--- src/rtl/rrts_pkg.sv ---
// Shared types and constants of the round-robin task scheduler.
// Used by the controller, the datapath and the top level; depends on nothing.
package rrts_pkg;

  localparam int MAX_TASKS_DEF   = 16;
  localparam int FRAME_BYTES_DEF = 68;

  localparam int SLOT_W = 4;   // task_slot and chosen_slot field width
  localparam int SP_W   = 32;  // stack pointer and address width

  typedef enum logic [1:0] {
    REQ_SWITCH = 2'd0,
    REQ_CREATE = 2'd1,
    REQ_REMOVE = 2'd2
  } req_e;

  typedef enum logic [1:0] {
    ST_OK        = 2'd0,
    ST_NOT_FOUND = 2'd1,
    ST_REJECT    = 2'd2
  } status_e;

  // Read address source of the successor memory.
  typedef enum logic [1:0] {
    SA_NODE = 2'd0,
    SA_CUR  = 2'd1,
    SA_SLOT = 2'd2
  } succ_addr_e;

  typedef enum logic [2:0] {
    S_IDLE,
    S_DISPATCH,
    S_SW_NEXT,
    S_SW_LOAD,
    S_WALK,
    S_WALK_WAIT,
    S_RM_UNLINK,
    S_DONE
  } state_e;

  typedef struct packed {
    logic       capture;
    logic       node_clr;
    logic       node_adv;
    logic       succ_re;
    succ_addr_e succ_addr;
    logic       link_tail;
    logic       unlink;
    logic       sp_save;
    logic       sp_init;
    logic       cur_adv;
    logic       sp_re;
    logic       res_load;
    status_e    res_status;
  } dp_cmd_t;

  typedef struct packed {
    logic [1:0] req;
    logic       create_bad;
    logic       remove_bad;
    logic       node_vld;
    logic       succ_hit;
    logic       res_free;
  } dp_sts_t;

endpackage

--- src/rtl/rrts_ram.sv ---
// Generic single-write, single-read RAM with a registered read port.
// Stands alone; no package needed.
module rrts_ram #(
  parameter int WIDTH = 32,
  parameter int DEPTH = 16
) (
  input  logic                     clk_i,
  input  logic                     we_i,
  input  logic [$clog2(DEPTH)-1:0] waddr_i,
  input  logic [WIDTH-1:0]         wdata_i,
  input  logic                     re_i,
  input  logic [$clog2(DEPTH)-1:0] raddr_i,
  output logic [WIDTH-1:0]         rdata_o
);

  logic [WIDTH-1:0] mem_q [DEPTH];
  logic [WIDTH-1:0] rdata_q;

  always_ff @(posedge clk_i) begin
    if (we_i) begin
      mem_q[waddr_i] <= wdata_i;
    end
    if (re_i) begin
      rdata_q <= mem_q[raddr_i];
    end
  end

  assign rdata_o = rdata_q;

endmodule

--- src/rtl/rrts_dp.sv ---
// Datapath of the task scheduler: request registers, run list, stack pointers
// and the result register. Depends on rrts_pkg and rrts_ram.
module rrts_dp import rrts_pkg::*; #(
  parameter int MAX_TASKS   = MAX_TASKS_DEF,
  parameter int FRAME_BYTES = FRAME_BYTES_DEF
) (
  input  logic              clk_i,
  input  logic              rst_ni,
  input  dp_cmd_t           cmd_i,
  output dp_sts_t           sts_o,
  input  logic [1:0]        req_type_i,
  input  logic [SLOT_W-1:0] task_slot_i,
  input  logic [SP_W-1:0]   stack_base_i,
  input  logic [SP_W-1:0]   stack_bytes_i,
  input  logic [SP_W-1:0]   outgoing_sp_i,
  input  logic              res_ready_i,
  output logic              res_valid_o,
  output logic [SLOT_W-1:0] chosen_slot_o,
  output logic [SP_W-1:0]   chosen_sp_o,
  output logic [1:0]        status_o
);

  localparam int IdxW = $clog2(MAX_TASKS);
  localparam logic [8:0] MaxTasksL = 9'(MAX_TASKS);
  localparam logic [MAX_TASKS-1:0] ListedRst = MAX_TASKS'(1);
  localparam logic [SP_W-1:0] AlignMask = ~SP_W'(7);

  // Captured request.
  logic [1:0]        req_q;
  logic [SLOT_W-1:0] slot_q;
  logic [SP_W-1:0]   sum_q;
  logic [SP_W-1:0]   sp_q;
  logic [IdxW-1:0]   slot_idx;

  // Run list state.
  logic [MAX_TASKS-1:0] listed_q, listed_d;
  logic [MAX_TASKS-1:0] succ_vld_q, succ_vld_d;
  logic [IdxW-1:0]      cur_q, cur_d;
  logic [IdxW-1:0]      node_q, node_d;

  // Memory ports.
  logic            succ_we;
  logic [IdxW-1:0] succ_wdata, succ_raddr, succ_rdata;
  logic            sp_we;
  logic [IdxW-1:0] sp_waddr;
  logic [SP_W-1:0] sp_wdata, sp_init_val, sp_rdata;

  // Result register.
  logic              res_vld_q, res_vld_d;
  logic [SLOT_W-1:0] res_slot_q;
  logic [SP_W-1:0]   res_sp_q;
  logic [1:0]        res_st_q;

  logic slot_ok, slot_zero;

  always_ff @(posedge clk_i) begin
    if (cmd_i.capture) begin
      req_q  <= req_type_i;
      slot_q <= task_slot_i;
      sum_q  <= stack_base_i + stack_bytes_i;
      sp_q   <= outgoing_sp_i;
    end
  end

  assign slot_idx  = IdxW'(slot_q);
  assign slot_ok   = {5'd0, slot_q} < MaxTasksL;
  assign slot_zero = (slot_q == '0);

  assign sp_init_val = (sum_q - SP_W'(FRAME_BYTES)) & AlignMask;

  always_comb begin
    unique case (cmd_i.succ_addr)
      SA_NODE: succ_raddr = node_q;
      SA_CUR:  succ_raddr = cur_q;
      SA_SLOT: succ_raddr = slot_idx;
      default: succ_raddr = node_q;
    endcase
  end

  assign succ_we    = cmd_i.link_tail | cmd_i.unlink;
  assign succ_wdata = cmd_i.link_tail ? slot_idx : succ_rdata;

  assign sp_we    = cmd_i.sp_save | cmd_i.sp_init;
  assign sp_waddr = cmd_i.sp_save ? cur_q : slot_idx;
  assign sp_wdata = cmd_i.sp_save ? sp_q : sp_init_val;

  rrts_ram #(
    .WIDTH(IdxW),
    .DEPTH(MAX_TASKS)
  ) u_succ_ram (
    .clk_i  (clk_i),
    .we_i   (succ_we),
    .waddr_i(node_q),
    .wdata_i(succ_wdata),
    .re_i   (cmd_i.succ_re),
    .raddr_i(succ_raddr),
    .rdata_o(succ_rdata)
  );

  rrts_ram #(
    .WIDTH(SP_W),
    .DEPTH(MAX_TASKS)
  ) u_sp_ram (
    .clk_i  (clk_i),
    .we_i   (sp_we),
    .waddr_i(sp_waddr),
    .wdata_i(sp_wdata),
    .re_i   (cmd_i.sp_re),
    .raddr_i(cur_q),
    .rdata_o(sp_rdata)
  );

  // A successor entry without its valid bit reads as "none".
  always_comb begin
    listed_d   = listed_q;
    succ_vld_d = succ_vld_q;
    cur_d      = cur_q;
    node_d     = node_q;
    if (cmd_i.link_tail) begin
      succ_vld_d[node_q]   = 1'b1;
      succ_vld_d[slot_idx] = 1'b0;
      listed_d[slot_idx]   = 1'b1;
    end
    if (cmd_i.unlink) begin
      succ_vld_d[node_q]   = succ_vld_q[slot_idx];
      succ_vld_d[slot_idx] = 1'b0;
      listed_d[slot_idx]   = 1'b0;
    end
    if (cmd_i.cur_adv) begin
      cur_d = succ_vld_q[cur_q] ? succ_rdata : '0;
    end
    if (cmd_i.node_clr) begin
      node_d = '0;
    end else if (cmd_i.node_adv) begin
      node_d = succ_rdata;
    end
  end

  always_ff @(posedge clk_i or negedge rst_ni) begin
    if (!rst_ni) begin
      listed_q   <= ListedRst;
      succ_vld_q <= '0;
      cur_q      <= '0;
      node_q     <= '0;
    end else begin
      listed_q   <= listed_d;
      succ_vld_q <= succ_vld_d;
      cur_q      <= cur_d;
      node_q     <= node_d;
    end
  end

  always_comb begin
    res_vld_d = res_vld_q;
    if (cmd_i.res_load) begin
      res_vld_d = 1'b1;
    end else if (res_ready_i) begin
      res_vld_d = 1'b0;
    end
  end

  always_ff @(posedge clk_i or negedge rst_ni) begin
    if (!rst_ni) begin
      res_vld_q <= 1'b0;
    end else begin
      res_vld_q <= res_vld_d;
    end
  end

  always_ff @(posedge clk_i) begin
    if (cmd_i.res_load) begin
      res_slot_q <= SLOT_W'(cur_q);
      res_sp_q   <= (req_q == REQ_SWITCH) ? sp_rdata : '0;
      res_st_q   <= cmd_i.res_status;
    end
  end

  assign sts_o.req        = req_q;
  assign sts_o.create_bad = slot_zero | ~slot_ok | listed_q[slot_idx];
  assign sts_o.remove_bad = slot_zero | ~slot_ok | ~listed_q[slot_idx];
  assign sts_o.node_vld   = succ_vld_q[node_q];
  assign sts_o.succ_hit   = (succ_rdata == slot_idx);
  assign sts_o.res_free   = ~res_vld_q | res_ready_i;

  assign res_valid_o   = res_vld_q;
  assign chosen_slot_o = res_slot_q;
  assign chosen_sp_o   = res_sp_q;
  assign status_o      = res_st_q;

`ifndef SYNTHESIS
  a_main_listed: assert property (@(posedge clk_i) disable iff (!rst_ni)
    listed_q[0])
    else $error("main task dropped from the run list");

  a_succ_of_listed: assert property (@(posedge clk_i) disable iff (!rst_ni)
    (succ_vld_q & ~listed_q) == '0)
    else $error("unlisted slot still has a successor");

  a_link_no_self: assert property (@(posedge clk_i) disable iff (!rst_ni)
    cmd_i.link_tail |-> node_q != slot_idx)
    else $error("new slot linked to itself");
`endif

endmodule

--- src/rtl/rrts_ctrl.sv ---
// Controller state machine of the task scheduler: sequences list walks,
// memory accesses and the result load. Depends on rrts_pkg.
module rrts_ctrl import rrts_pkg::*; (
  input  logic    clk_i,
  input  logic    rst_ni,
  input  logic    in_valid_i,
  output logic    in_ready_o,
  input  dp_sts_t sts_i,
  output dp_cmd_t cmd_o
);

  state_e  state_q, state_d;
  status_e st_q, st_d;

  always_ff @(posedge clk_i or negedge rst_ni) begin
    if (!rst_ni) begin
      state_q <= S_IDLE;
      st_q    <= ST_OK;
    end else begin
      state_q <= state_d;
      st_q    <= st_d;
    end
  end

  always_comb begin
    state_d          = state_q;
    st_d             = st_q;
    cmd_o            = '0;
    cmd_o.res_status = st_q;
    in_ready_o       = 1'b0;
    unique case (state_q)
      S_IDLE: begin
        in_ready_o = 1'b1;
        if (in_valid_i) begin
          cmd_o.capture = 1'b1;
          state_d       = S_DISPATCH;
        end
      end
      S_DISPATCH: begin
        unique case (sts_i.req)
          REQ_SWITCH: begin
            // Save the outgoing pointer and fetch the current successor.
            cmd_o.sp_save   = 1'b1;
            cmd_o.succ_re   = 1'b1;
            cmd_o.succ_addr = SA_CUR;
            st_d            = ST_OK;
            state_d         = S_SW_NEXT;
          end
          REQ_CREATE: begin
            if (sts_i.create_bad) begin
              st_d    = ST_REJECT;
              state_d = S_DONE;
            end else begin
              cmd_o.sp_init  = 1'b1;
              cmd_o.node_clr = 1'b1;
              state_d        = S_WALK;
            end
          end
          REQ_REMOVE: begin
            if (sts_i.remove_bad) begin
              st_d    = ST_NOT_FOUND;
              state_d = S_DONE;
            end else begin
              cmd_o.node_clr = 1'b1;
              state_d        = S_WALK;
            end
          end
          default: begin
            st_d    = ST_REJECT;
            state_d = S_DONE;
          end
        endcase
      end
      S_SW_NEXT: begin
        cmd_o.cur_adv = 1'b1;
        state_d       = S_SW_LOAD;
      end
      S_SW_LOAD: begin
        cmd_o.sp_re = 1'b1;
        state_d     = S_DONE;
      end
      S_WALK: begin
        if (!sts_i.node_vld) begin
          // End of the list: the tail for a create, a miss for a remove.
          if (sts_i.req == REQ_CREATE) begin
            cmd_o.link_tail = 1'b1;
            st_d            = ST_OK;
          end else begin
            st_d = ST_NOT_FOUND;
          end
          state_d = S_DONE;
        end else begin
          cmd_o.succ_re   = 1'b1;
          cmd_o.succ_addr = SA_NODE;
          state_d         = S_WALK_WAIT;
        end
      end
      S_WALK_WAIT: begin
        if (sts_i.req == REQ_REMOVE && sts_i.succ_hit) begin
          // The walk node is the predecessor; fetch the removed slot's successor.
          cmd_o.succ_re   = 1'b1;
          cmd_o.succ_addr = SA_SLOT;
          state_d         = S_RM_UNLINK;
        end else begin
          cmd_o.node_adv = 1'b1;
          state_d        = S_WALK;
        end
      end
      S_RM_UNLINK: begin
        cmd_o.unlink = 1'b1;
        st_d         = ST_OK;
        state_d      = S_DONE;
      end
      S_DONE: begin
        if (sts_i.res_free) begin
          cmd_o.res_load = 1'b1;
          state_d        = S_IDLE;
        end
      end
      default: begin
        state_d = S_IDLE;
      end
    endcase
  end

`ifndef SYNTHESIS
  a_load_free: assert property (@(posedge clk_i) disable iff (!rst_ni)
    cmd_o.res_load |-> sts_i.res_free)
    else $error("result register overwritten before it was taken");

  a_one_write: assert property (@(posedge clk_i) disable iff (!rst_ni)
    $onehot0({cmd_o.link_tail, cmd_o.unlink, cmd_o.sp_save, cmd_o.sp_init}))
    else $error("more than one memory update in a cycle");

  a_load_then_idle: assert property (@(posedge clk_i) disable iff (!rst_ni)
    cmd_o.res_load |=> state_q == S_IDLE)
    else $error("controller did not return to idle after a result");
`endif

endmodule

--- src/rtl/round_robin_task_scheduler.sv ---
// Top level of the round-robin task scheduler.
// Depends on rrts_pkg, rrts_ctrl, rrts_dp and rrts_ram.
//
// The scheduler keeps a run list of task slots, with slot 0 (the main task)
// always at its head, and a saved stack pointer per slot. Each request on the
// slave stream yields exactly one response on the master stream. A switch
// request stores outgoing_sp for the current slot, moves to its successor or
// wraps to the head, and returns the new slot with its saved stack pointer.
// A create request appends a slot at the tail with an initial stack pointer
// of (stack_base + stack_bytes - FRAME_BYTES) rounded down to a multiple of
// 8, modulo 2^32; a create of slot 0, of a listed slot or of a slot not below
// MAX_TASKS is rejected. A remove request unlinks a listed slot other than
// slot 0, or reports not found. Removing the current slot leaves it current,
// and the next switch then goes to the head. Request type 3 is rejected.
// Requests are handled one at a time. A switch passes through the dispatch,
// next-successor and load states before its response is loaded. A create
// walks the list to its tail and a remove walks it to the predecessor of the
// slot, each list hop going through the single read port of the successor
// memory in the walk and walk-wait states. A response is loaded only once
// the result register is free. The next request is accepted in the cycle
// after the response is loaded, even if the response has not yet been taken
// downstream. A saved stack pointer read before its slot was ever created or
// switched away from is undefined.
module round_robin_task_scheduler import rrts_pkg::*; #(
  parameter int MAX_TASKS   = MAX_TASKS_DEF,
  parameter int FRAME_BYTES = FRAME_BYTES_DEF
) (
  input  logic         clk_i,
  input  logic         rst_ni,
  // Request stream.
  input  logic         s_axis_tvalid_i,
  output logic         s_axis_tready_o,
  // [3:0] task_slot, [35:4] stack_base, [67:36] stack_bytes,
  // [99:68] outgoing_sp, [103:100] zero
  input  logic [103:0] s_axis_tdata_i,
  // [1:0] req_type
  input  logic [1:0]   s_axis_tuser_i,
  // Response stream.
  output logic         m_axis_tvalid_o,
  input  logic         m_axis_tready_i,
  // [3:0] chosen_slot, [35:4] chosen_sp, [39:36] zero
  output logic [39:0]  m_axis_tdata_o,
  // [1:0] status
  output logic [1:0]   m_axis_tuser_o
);

  dp_cmd_t           cmd;
  dp_sts_t           sts;
  logic [SLOT_W-1:0] chosen_slot;
  logic [SP_W-1:0]   chosen_sp;

  // The controller only sequences; all state of the run list and the
  // result register live in the datapath.
  rrts_ctrl u_ctrl (
    .clk_i     (clk_i),
    .rst_ni    (rst_ni),
    .in_valid_i(s_axis_tvalid_i),
    .in_ready_o(s_axis_tready_o),
    .sts_i     (sts),
    .cmd_o     (cmd)
  );

  rrts_dp #(
    .MAX_TASKS  (MAX_TASKS),
    .FRAME_BYTES(FRAME_BYTES)
  ) u_dp (
    .clk_i        (clk_i),
    .rst_ni       (rst_ni),
    .cmd_i        (cmd),
    .sts_o        (sts),
    .req_type_i   (s_axis_tuser_i),
    .task_slot_i  (s_axis_tdata_i[3:0]),
    .stack_base_i (s_axis_tdata_i[35:4]),
    .stack_bytes_i(s_axis_tdata_i[67:36]),
    .outgoing_sp_i(s_axis_tdata_i[99:68]),
    .res_ready_i  (m_axis_tready_i),
    .res_valid_o  (m_axis_tvalid_o),
    .chosen_slot_o(chosen_slot),
    .chosen_sp_o  (chosen_sp),
    .status_o     (m_axis_tuser_o)
  );

  assign m_axis_tdata_o = {4'd0, chosen_sp, chosen_slot};

endmodule

--- config.mk ---
export PLATFORM = sky130hd
export DESIGN_NAME = round_robin_task_scheduler
export DESIGN_NICKNAME = d
export VERILOG_FILES = /design/src/rtl/rrts_pkg.sv /design/src/rtl/rrts_ram.sv /design/src/rtl/rrts_dp.sv /design/src/rtl/rrts_ctrl.sv /design/src/rtl/round_robin_task_scheduler.sv
export SDC_FILE = /design/constraint.sdc
export NUM_CORES = 1
export LEC_CHECK = 0
export BUFFER_PORTS_ARGS = -buffer_cell sky130_fd_sc_hd__buf_2
export CAP_MARGIN = 15
export CORE_ASPECT_RATIO = 1.75
export CORE_MARGIN = 2
export CORE_UTILIZATION = 33
export DETAILED_ROUTE_END_ITERATION = 10
export PLACE_DENSITY = 0.45
export SLEW_MARGIN = 40
export SYNTH_ARGS = -nofsm -noshare
export SYNTH_HDL_FRONTEND = slang
export SYNTH_HIERARCHICAL = 1
export SYNTH_SLANG_ARGS = --single-unit
--- constraint.sdc ---
create_clock -name clk_i -period 6.8 [get_ports clk_i]
set_input_delay 1.02 -clock clk_i [delete_from_list [all_inputs] [get_ports clk_i]]
set_output_delay 1.02 -clock clk_i [all_outputs]
set_load 0.005 [all_outputs]
Yosys cells after proc, flatten, opt, wreduce, memory -nomap -nowiden --
Memories as Yosys holds them, arrays and structs flattened. A register that Yosys moved wholly into a read port is not among the register bits. Index checks and enable logic that the tools add are counted.
Cells by class: bitwise operators 13, mux-type cells 68, $add $sub $neg 2, $lt $le $gt $ge 5, equal/unequal tests 17, reductions and logical operators 12
Operator list (number):
- 2-to-1 mux 16 bit | 4
- bitwise AND 16 bit | 3
- adder 32 bit | 1
- 2-to-1 mux 32 bit | 1
- bitwise OR 16 bit | 2
- subtractor 32 x 7 -> 32 bit, second input constant | 1
- 2-to-1 mux 1 bit | 31
- case mux 3 bit (7 select lines) | 1
- 2-to-1 mux 4 bit | 5
- case mux 3 bit (3 select lines) | 2
- binary-select mux 1 bit (select 4 bit) | 4
- bitwise mux 16 bit | 1
- 2-to-1 mux 2 bit | 8
- NOT 16 bit | 1
- < comparator 4 x 5 -> 1 bit, second input constant | 3
- 2-to-1 mux 3 bit | 5
- == test 3 bit, second input constant | 4
- case mux 2 bit (3 select lines) | 2
- demux 1 bit (select 4 bit) | 2
- greater-or-equal comparator 4 x 1 -> 1 bit, second input constant | 2
- case mux 4 bit (2 select lines) | 1
- == test 3 x 2 -> 1 bit, second input constant | 2
- inequality test 2 bit, second input constant | 3
- inequality test 3 bit, second input constant | 2
- 16 further kinds | 26
Word-level totals: bits of input ports 110, memories kept 2, logic and storage cells 133, register bits 154, memory bits (writable) 576
Memory list:
- u_dp.u_sp_ram.mem_q | depth 16, bits a word 32, rd ports 1, clocked after memory_dff 1, wr ports 1, RTL line rrts_ram.sv:16 | logic [WIDTH-1:0] mem_q [DEPTH];
- u_dp.u_succ_ram.mem_q | depth 16, bits a word 4, rd ports 1, clocked after memory_dff 1, wr ports 1, RTL line rrts_ram.sv:16

Depth between registers and ports, before layout --
word-level depth 10, gate-level depth with buffers 15, depth with buffers taken out 11

Cells and area by module --
Netlist, hierarchy kept.
Modules (own cells, without submodules):
- rrts_ram (u_dp.u_sp_ram) | cells an instance 838, seq. area each 16335.7 um2, instances 1, area an instance 20155.6 um2
- rrts_dp | cells an instance 743, seq. area each 4210.3 um2, instances 1, area an instance 8222.9 um2
- rrts_ram (u_dp.u_succ_ram) | cells an instance 130, seq. area each 2042.0 um2, instances 1, area an instance 2706.3 um2
- rrts_ctrl | cells an instance 67, seq. area each 125.1 um2, instances 1, area an instance 553.0 um2
- round_robin_task_scheduler | cells an instance 5, seq. area each 0.0 um2, instances 1, area an instance 33.8 um2

Least setup slack after synthesis --
No wires, ideal clock.
path kind reg-to-reg, start register u_dp.slot_q[0] (netlist: u_dp/slot_idx[0]), end memory u_dp.u_sp_ram.mem_q[0][0], enable pin, buffers on the path 1, path slack 980 ps, clock period less this slack 5820 ps, stages on the path, launching flop included 10, arrival 5359 ps, data required time 6339 ps, cells stage by stage edfxtp_1 > clkbuf_1 > mux4_2 > mux4_2 > or2_2 > or2b_1 > nor3b_1 > or2_2 > or3b_2 > nor3_1
RTL lines:
- start: declaration | RTL line rrts_dp.sv:30 | logic [SLOT_W-1:0] slot_q;
- start signal: assignment | RTL line rrts_dp.sv:59 | slot_q <= task_slot_i;
- end: declaration | RTL line rrts_ram.sv:16

==> flow_summary.json <==
{
  "path_class": "register to register",
  "cts_resized": 0,
  "cts_buffers": 76,
  "cts_tree": "built",
  "core-area_um2": 95300,
  "utilization": 0.384,
  "maxSlewHeadroom": 0.455,
  "die_w_um": 238,
  "power_frac_comb": 0.244,
  "initial_utilization": 0.332,
  "diodes": 0,
  "netlist.area_leader.share": 0.681,
  "dieHeight_um": 414,
  "grt_antenna_before_repair": 2,
  "ir_drop_uv": 198,
  "hold_viol_final": 0,
  "crit_path_max_fanout": 19,
  "cts_hold_buf": 0,
  "cap_violations": 0,
  "cp.required_ns": 7.09,
  "grt_max_degree": 69,
  "max_freq_ghz": 0.203,
  "overflow": 0,
  "power_mw": 13.4,
  "port_buffers": 145,
  "synth_cell_types": 77,
  "post_cts_buffers": 0,
  "crit_path_end_kind": "register",
  "gp_congestion": 0.849,
  "area_delta_synth_final_pct": 15.5,
  "grt_pass1_vias": 18200,
  "post-dp-hpwl_um": 47800,
  "netSwitchingFraction": 0.299,
  "avgSynthCellArea_um2": 17.8,
  "critPathLaunchType": "register",
  "layout_common_cells": "edfxtp_1 (718), mux4_2 (149), buf_2 (144)",
  "htreeDepth": 3,
  "clock-sinks": 764,
  "track_usage": 0.160,
  "timing.final.crit_share": 0.723,
  "ys_seq_area_frac": 0.717,
  "cp_data_arrival_time_ns": 5.21,
  "yosys_warnings": 6,
  "clk_latency_ns": 0.65,
  "yosys-top-cells-area": "edfxtp_1 (68%), mux4_2 (11%), dfrtp_1 (3.6%)",
  "synth_edf_count": 718,
  "drive_gt1_frac": 0.258,
  "postRouteAntennaNets": 0,
  "drcViolationCount": 0,
  "first_iter_violations": 1054,
  "clock_power_share": 0.301,
  "ys.flop_type": "edfxtp_1",
  "cts_root_buffer": "clkbuf_16",
  "rsz0062_at_grt": "false",
  "finalSetupViolations": 0,
  "final_common_cell": "edfxtp_1",
  "dr.pass1.iters": 5,
  "die-area_um2": 98600,
  "grt_pass1_wl_um": 116000,
  "final.setup.tns_ns": 0,
  "ys_ff_latch": 764,
  "hold_path.class": "input port to asynchronous set/reset pin",
  "slew_viol_final": 0,
  "syn_area_um2": 31700,
  "power_switching_mw": 4.00,
  "fillers": 8849,
  "ioPinCount": 154,
  "worst_pin_slew_ns": 0.816,
  "vias": 16800,
  "finalNetCount": 2126,
  "p_per_area_nw_per_um2": 365,
  "wirelength_um": 77800,
  "clockBufferDepth": 3,
  "clkTransAtPathRegs_ns": 0.06,
  "routed_via_density": 5.16,
  "status": "finished clean",
  "synth_cells": 1783,
  "ys_async_sr_fraction": 0.0602,
  "p_seq_frac": 0.455,
  "fin_crit_ns": 4.92,
  "fin_worst_skew_ns": 0.0221,
  "wire_per_inst_um": 23.9,
  "power.internal_mw": 9.36,
  "rows": 150,
  "power.leakage_nw": 12.0,
  "yosys.area.top_type": "edfxtp_1"
}
## synthesized netlist by cell type, types with 3 or more instances
master,instances
clkbuf_1,48
xnor2_1,35
and2_1,44
nand3_1,18
nand3b_1,6
o21a_1,3
nor2_1,76
a21oi_1,88
mux2_2,6
o21bai_1,3
o22ai_1,4
a22oi_1,73
and3_1,8
or2_2,3
nand4_1,5
buf_1,15
mux4_2,149
mux4_1,14
or3b_2,3
buf_4,14
mux2i_1,4
dfrtp_1,45
nor3_1,22
nor4_1,6
edfxtp_1,718
o31ai_1,5
o21ai_0,49
nand2_1,112
buf_2,10
or3_1,3
nor2b_1,15
a221oi_1,17
a21o_1,9
inv_1,18
xor2_1,25
nand2b_1,20
ha_1,38
nor3b_1,3
## metal layers
layer / vias up / share of wire / track usage
met5: - / 0.00014 / 0
met4: 2 / 0.025 / 0.0577
met3: 120 / 0.039 / 0.0219
met2: 390 / 0.56 / 0.310
met1: 8708 / 0.38 / 0.178
li1: 7550 / - / -
## flip-flops by register name, indices dropped and copies added (netlist names)
register / cells
u_ctrl/st_q: 2
u_ctrl/state_q: 3
u_dp/chosen_slot_o: 4
u_dp/chosen_sp_o: 32
u_dp/cur_q: 4
u_dp/listed_q: 16
u_dp/node_q: 4
u_dp/req_q: 2
u_dp/res_valid_o: 1
u_dp/slot_idx: 4
u_dp/sp_q: 32
u_dp/status_o: 2
u_dp/succ_vld_q: 16
u_dp/sum_q: 30
u_dp/u_sp_ram/mem_q: 512
u_dp/u_sp_ram/rdata_o: 32
u_dp/u_succ_ram/mem_q: 64
u_dp/u_succ_ram/rdata_o: 4
## per-stage QoR
| stage | worst slack (ns) | cells | cell area, µm² | hold slack, ns |
|---|---|---|---|---|
| after floorplan | 0.980 | 1786 | 31700 | 0.419 |
| after global placement | 1.79 | 3110 | 34100 | 0.438 |
| after detailed placement | 1.89 | 3115 | 34200 | 0.435 |
| after CTS | 1.84 | 3250 | 36600 | 0.364 |
| after global routing | 1.78 | 3251 | 36600 | 0.441 |
| final | 1.88 | 3251 | 36600 | 0.398 |
## cells by family (layout without fill, tap and decap cells)
group	Yosys count	count (layout)	synth area share
multiplexers	175	175	0.122
buffers and inverters	109	358	0.0160
XOR/XNOR	60	60	0.0166
AO/OA/AOI/OAI	280	280	0.0572
other	1	4	0.000118
adder cells (fa/ha/maj)	38	38	0.0150
AND/OR/NAND/NOR	356	356	0.0561
flip-flops	764	764	0.717
## power groups by stage
stage	clock network (mW)	registers [mW]	logic, mW
finish	4.02	6.08	3.25
global route	4.33	6.13	3.56
CTS	4.18	6.09	3.37
detailed placement	0	6.19	3.36
global placement	0	6.18	3.28
floorplan	0	5.96	2.36
## layout make-up
type	count	area, µm²	share of cell area
Inverter	19	71.3	0.00195
Timing Repair Buffer	204	1270	0.0348
Sequential cell	764	22700	0.621
Multi-Input combinational cell	913	8670	0.237
Tap cell	1216	1520	0.0416
Clock buffer	98	2060	0.0563
Clock inverter	37	268	0.00732
## worst max-delay path, stage by stage, from the launching register on
cell      delay, ns
edfxtp_1       0.32
buf_4          0.31
mux4_2         0.56
mux4_2         0.52
or2_2          0.31
or2b_1         0.30
nor3b_1        0.47
or2_2          0.24
nand3_1        0.29
nor2_4         0.73
buf_4          0.49
## final timing paths
| check | from | slack, ns | cells past startpoint | to |
|---|---|---|---|---|
| min reg2reg | u_ctrl/st_q[1]$_DFFE_PN0P_ | 0.45 | 0 | u_dp/status_o[1]$_DFFE_PP_ |
| min in group clk_i | u_ctrl/st_q[1]$_DFFE_PN0P_ | 0.45 | 0 | u_dp/status_o[1]$_DFFE_PP_ |
| max | u_dp/slot_idx[0]$_DFFE_PP_ | 1.88 | 10 | u_dp/u_sp_ram/mem_q[14][7]$_DFFE_PP_ |
| min | rst_ni | 0.40 | 1 | u_dp/listed_q[5]$_DFF_PN0_ |
| max in group asynchronous | rst_ni | 5.91 | 1 | u_dp/cur_q[1]$_DFFE_PN0P_ |
| max reg2reg | u_dp/slot_idx[0]$_DFFE_PP_ | 1.88 | 10 | u_dp/u_sp_ram/mem_q[14][7]$_DFFE_PP_ |
(Power assumes the default switching activity.)
